<file path="src/btc_row_mem.sv">
// adjacency row memory with per-row valid bits and registered read
module btc_row_mem #(
	parameter int ROWS = 64,
	parameter int RAW  = 6
) (
	input  logic            clk,
	input  logic            arst_n,
	input  logic            clr,
	input  logic [RAW-1:0]  rd_addr,
	output logic [ROWS-1:0] rd_row,
	input  logic            wr_en,
	input  logic [RAW-1:0]  wr_addr,
	input  logic [ROWS-1:0] wr_data
);

	logic [ROWS-1:0] mem [ROWS];
	logic [ROWS-1:0] vld_q;
	logic [ROWS-1:0] rd_data_q;
	logic            rd_vld_q;

	always_ff @(posedge clk or negedge arst_n) begin
		if (!arst_n) begin
			vld_q    <= '0;
			rd_vld_q <= 1'b0;
		end else begin
			rd_vld_q <= vld_q[rd_addr];
			if (clr) begin
				vld_q <= '0;
			end else if (wr_en) begin
				vld_q[wr_addr] <= 1'b1;
			end
		end
	end

	always_ff @(posedge clk) begin
		rd_data_q <= mem[rd_addr];
		if (wr_en) begin
			mem[wr_addr] <= wr_data;
		end
	end

	// a row never written since the last clear reads as zero
	assign rd_row = rd_vld_q ? rd_data_q : '0;

endmodule

</file>
<file path="config.mk">
export PLATFORM = sky130hd
export DESIGN_NAME = btc_row_mem
export DESIGN_NICKNAME = d
export VERILOG_FILES = /design/src/btc_row_mem.sv
export SDC_FILE = /design/constraint.sdc
export NUM_CORES = 2
export LEC_CHECK = 0
export BUFFER_PORTS_ARGS = -buffer_cell sky130_fd_sc_hd__buf_2
export CELL_PAD_IN_SITES_DETAIL_PLACEMENT = 0
export CELL_PAD_IN_SITES_GLOBAL_PLACEMENT = 1
export CORE_MARGIN = 1.5
export CORE_UTILIZATION = 60
export CTS_BUF_LIST = sky130_fd_sc_hd__clkbuf_8
export DETAILED_ROUTE_END_ITERATION = 6
export PLACE_DENSITY_LB_ADDON = 0.3
export SLEW_MARGIN = 5
export SYNTH_ARGS = -nofsm -noshare
export SYNTH_HDL_FRONTEND = slang
export SYNTH_SLANG_ARGS = --single-unit
</file>
<file path="constraint.sdc">
create_clock -name clk -period 4.1 [get_ports clk]
set_input_delay 0.205 -clock clk [delete_from_list [all_inputs] [get_ports clk]]
set_output_delay 0.205 -clock clk [all_outputs]
set_load 0.02 [all_outputs]
</file>
# After elaboration in Yosys (flattened, before gate mapping)
# Memories as Yosys holds them, arrays and structs flattened. A register that Yosys moved wholly into a read port is not among the register bits.
# Cells that the tools add are included.
# word_totals
register_bits	65
mem_bits_rw	4096
in_bits	80
output_inout_bits	64
elab_cells	18
memories	1
# op_classes
order_cmp	3
n_mux	9
n_bitwise	1
n_reduce_logical	2
# memory_table
name	words	word_bits	rd	rd_clocked_by_memory_dff	wr	line_no	text
mem	64	64	1	1	1	16	logic [ROWS-1:0] mem [ROWS];
# op_table
op	count
2-to-1 mux 64 bit	3
OR 64 bit	1
< comparator 6 x 7 -> 1 bit (second input constant)	2
binary-select mux 1 bit (select 6 bit)	1
demux 1 bit (select 6 bit)	1
>= comparator 6 x 1 -> 1 bit (second input constant)	1
2-to-1 mux 1 bit	4
nonzero test 2 bit	1
logical AND 1 bit	1

# Logic depth before layout (Yosys ltp)
# depth
word_depth	7
mapped_depth	9
depth_no_buf	4

# Worst setup path before layout
# Ideal clock, no wire load.
# synth_timing
path_type	input-to-reg
start	in wr_en
end	mem mem[48][0] (enable)
setup_ns	0.648
arrival_time_ns	6.832
t_required_ns	3.452
setup_slack_ns	-3.380
stages	3
path_buffers	1
cell_sequence	clkbuf_1 -> nand4b_1 -> nor4_1
# synth_via
elab_chain_len	2
# synth_rtl
item	line_no	text
start, declared	11	input logic wr_en,
2-to-1 mux 1 bit	37	if (wr_en) begin
2-to-1 mux 1 bit (not written as such)	38	mem[wr_addr] <= wr_data;
end, declared	16	
# No other way between the ends.

# Worst setup path after layout
# layout_timing
start	reg rd_vld_q
end	out rd_row[21]
# layout_via
elab_chain_len	1
# layout_rtl
item	line_no	text
start, declared	19	logic rd_vld_q;
start signal, assigned	26	rd_vld_q <= vld_q[rd_addr];
2-to-1 mux 64 bit	43	assign rd_row = rd_vld_q ? rd_data_q : '0;
end, declared	10	output logic [ROWS-1:0] rd_row,
# No other way between the ends.

==> flow_summary.json <==
{
  "outcome": "complete, but fails checks",
  "failed_checks": "DRC",
  "io_buffers": 143,
  "switchingPower_uw": 19300,
  "synthCells": 6817,
  "synthDistinctLibCells": 39,
  "syn_area_per_cell_sq_um": 23.3,
  "critPathLaunchType": "flop",
  "clock_latency_ns": 1.18,
  "io_pins": 144,
  "coreArea_sq_um": 263000,
  "cts_buffer_depth": 4,
  "grt_pass1_wl_mm": 609,
  "rsz0062_at_grt": "false",
  "grt_max_degree": 74,
  "start_util": 0.605,
  "ys_top_cells_by_count": "edfxtp_1, mux4_2, a22oi_1",
  "ir_drop_mv": 0.362,
  "cts-buffers-inserted": 645,
  "critical_path_buf_inv_count": 1,
  "synth_flop_cell": "edfxtp_1",
  "cts_root_buffer": "clkbuf_8",
  "timing.setup.tns_ns": 0,
  "dp_worst_setup_slack_ns": 0.874,
  "clk_pin_slew_ns": 0.06,
  "ys_warn_count": 0,
  "post_drt_wl_per_cell_um": 37.4,
  "synth_top_area_frac": 0.773,
  "synthTopCellsByArea": "edfxtp_1, mux4_2, a22oi_1",
  "via_per_inst": 6.95,
  "min_path_type": "in2reg",
  "synth_edf_count": 4096,
  "syn-num-nets": 6897,
  "vias": 80800,
  "path_cells": "and2_1 > buf_2",
  "internal_power_uw": 65300,
  "min_period_over_period": 0.777,
  "drcViolationCount": 2,
  "cp_max_fo": 64,
  "regArea_sq_um": 126000,
  "postRouteWirelength_mm": 435,
  "switching_share": 0.228,
  "combPwrFrac": 0.050,
  "synth_seq_cells": 4225,
  "nNetsFinal": 7662,
  "slowest_delay_ns": 1.10,
  "cts.sinks": 4225,
  "slew_violations": 0,
  "async_reset_ff_frac": 0.0154,
  "layout-drive-gt1-share": 0.293,
  "dieWidth_um": 518,
  "period_minus_slack_ns": 3.19,
  "post-cts-setup-buffers": 0,
  "die_h_um": 518,
  "clkPwrFrac": 0.382,
  "syn_area_sq_um": 159000,
  "rows": 188,
  "critical-path-top-delay-family": "flip-flops",
  "slew_headroom": 0.134,
  "power_density_nw_per_um2": 472,
  "slowest_stage": "dfrtp_4",
  "setup_ws_ns": 0.913,
  "area_growth_pct": 12.8,
  "grt_pass1_vias": 81200,
  "hpwlAfterDp_mm": 225,
  "grt_usage": 0.326,
  "yosysTopAreaCell": "edfxtp_1",
  "grt_antenna_before_repair": 20,
  "drt-initial-drc-count": 12200,
  "max_freq_ghz": 0.314,
  "crit_type": "reg2out",
  "overflow": 0,
  "worst_pin_slew_ns": 1.30,
  "cap_violations": 0,
  "finalHoldViolations": 0,
  "ys_seq_area_frac": 0.792,
  "multi_input_area_sq_um": 31600,
  "yosysMostFrequentCell": "edfxtp_1",
  "fillers": 16100,
  "drtPass1Iterations": 7,
  "setup_viol": 0,
  "seqPwrFrac": 0.567,
  "power_leakage_uw": 0.0576,
  "gp_congestion": 0.805,
  "holdWs_ns": 0.0961,
  "drtAntennaViolNets": 0,
  "skew_ns": 0.0372,
  "end_kind": "primary output",
  "h-tree-depth": 6,
  "cp_data_arrival_time_ns": 2.98,
  "fp.dieArea_sq_um": 268000,
  "required_ns": 3.89,
  "cts_tree": "yes",
  "power_uw": 84600
}
## path summary, 6_finish.rpt
check | slack (ns) | cells past startpoint | from | end
max in group asynchronous | 3.40 | 4 | arst_n | rd_vld_q
worst max register to register | 1.83 | 5 | mem[5][29] | rd_data_q[29]
worst max-delay path | 0.91 | 2 | rd_vld_q | rd_row[21]
worst min-delay path | 0.1 | 6 | wr_addr[4] | vld_q[48]
min in group asynchronous | 0.19 | 4 | arst_n | vld_q[55]
worst min register to register | 0.49 | 2 | vld_q[22] | vld_q[22]
## cell type report
cell class,count,share of cell area
multi-input cells,2187,0.176
clock inverters,482,0.0138
inverters,4,0.0000837
clock buffers,686,0.0526
diodes,8,0.000112
flip-flops and latches,4225,0.702
repair buffers,519,0.0304
well taps,3515,0.0245
## flip-flops by register name, summed over array words and instances (netlist names)
| signal | flops |
|---|---|
| rd_data_q | 64 |
| rd_vld_q | 1 |
| vld_q | 64 |
| mem | 4096 |
## through the flow
| stage | cells | cell area [sq um] | util |
|---|---|---|---|
| after floorplan | 6817 | 159000 | - |
| after global placement | 10400 | 166000 | 0.633 |
| after detailed placement | 10400 | 166000 | 0.633 |
| after CTS | 11600 | 179000 | 0.682 |
| after global routing | 11600 | 179000 | 0.682 |
| final | 11600 | 179000 | 0.682 |
## tightest hold or removal path, cell delays in order
cell and delay (ns):
buf_2 0.18, nand4b_1 0.31, nor4_4 0.07, buf_12 0.25, nor2_1 0.17, nor2_1 0.04
## logic make-up (layout without fill, tap and decap cells)
family                 Yosys count  after routing  share of synthesized area
and+or+nand+nor                466            466                     0.0140
buffers and inverters          405           1691                     0.0131
AOI/OAI and AO/OA              587            587                     0.0280
other                            0              8                          0
DFF                           4225           4225                      0.792
muxes                         1134           1134                      0.153
## cell usage in the layout (no fill, tap or decap), types with 88 or more instances in the layout
cell type	Yosys	routed
o22ai_1	101	101
buf_2	164	139
clkbuf_8	0	686
mux4_2	1040	1040
a22oi_1	260	260
clkinv_1	1	108
nor2_1	226	164
mux2i_1	94	94
buf_12	0	134
edfxtp_1	4096	4096
dlygate4sd3_1	0	88
nand3_1	131	131
inv_1	3	252
buf_4	37	156
## layer usage
layer | vias to the layer above | global-route usage | wire length, um
met2 | 6065 | 0.508 | 207000
met4 | 4 | 0.0978 | 13900
li1 | 31000 | - | -
met3 | 825 | 0.0804 | 59100
met1 | 42900 | 0.464 | 155000
met5 | - | 0 | 28
## power by group through the flow
stage | clock [uW] | sequential (uW) | combinational, uW
finish | 32300 | 48000 | 4270
floorplan | 0 | 48700 | 2360
global route | 34500 | 48000 | 4480
CTS | 32600 | 48000 | 4260
detailed placement | 0 | 48900 | 4180
global placement | 0 | 48900 | 4090
## repair_timing
| action | 4_1_cts | 5_1_grt |
|---|---|---|
| hold endpoints to repair | 4637 | 0 |
| gates resized for setup | 0 | 0 |
| hold buffers | 89 | 0 |
Note: power is estimated with default switching activity, not from simulation.
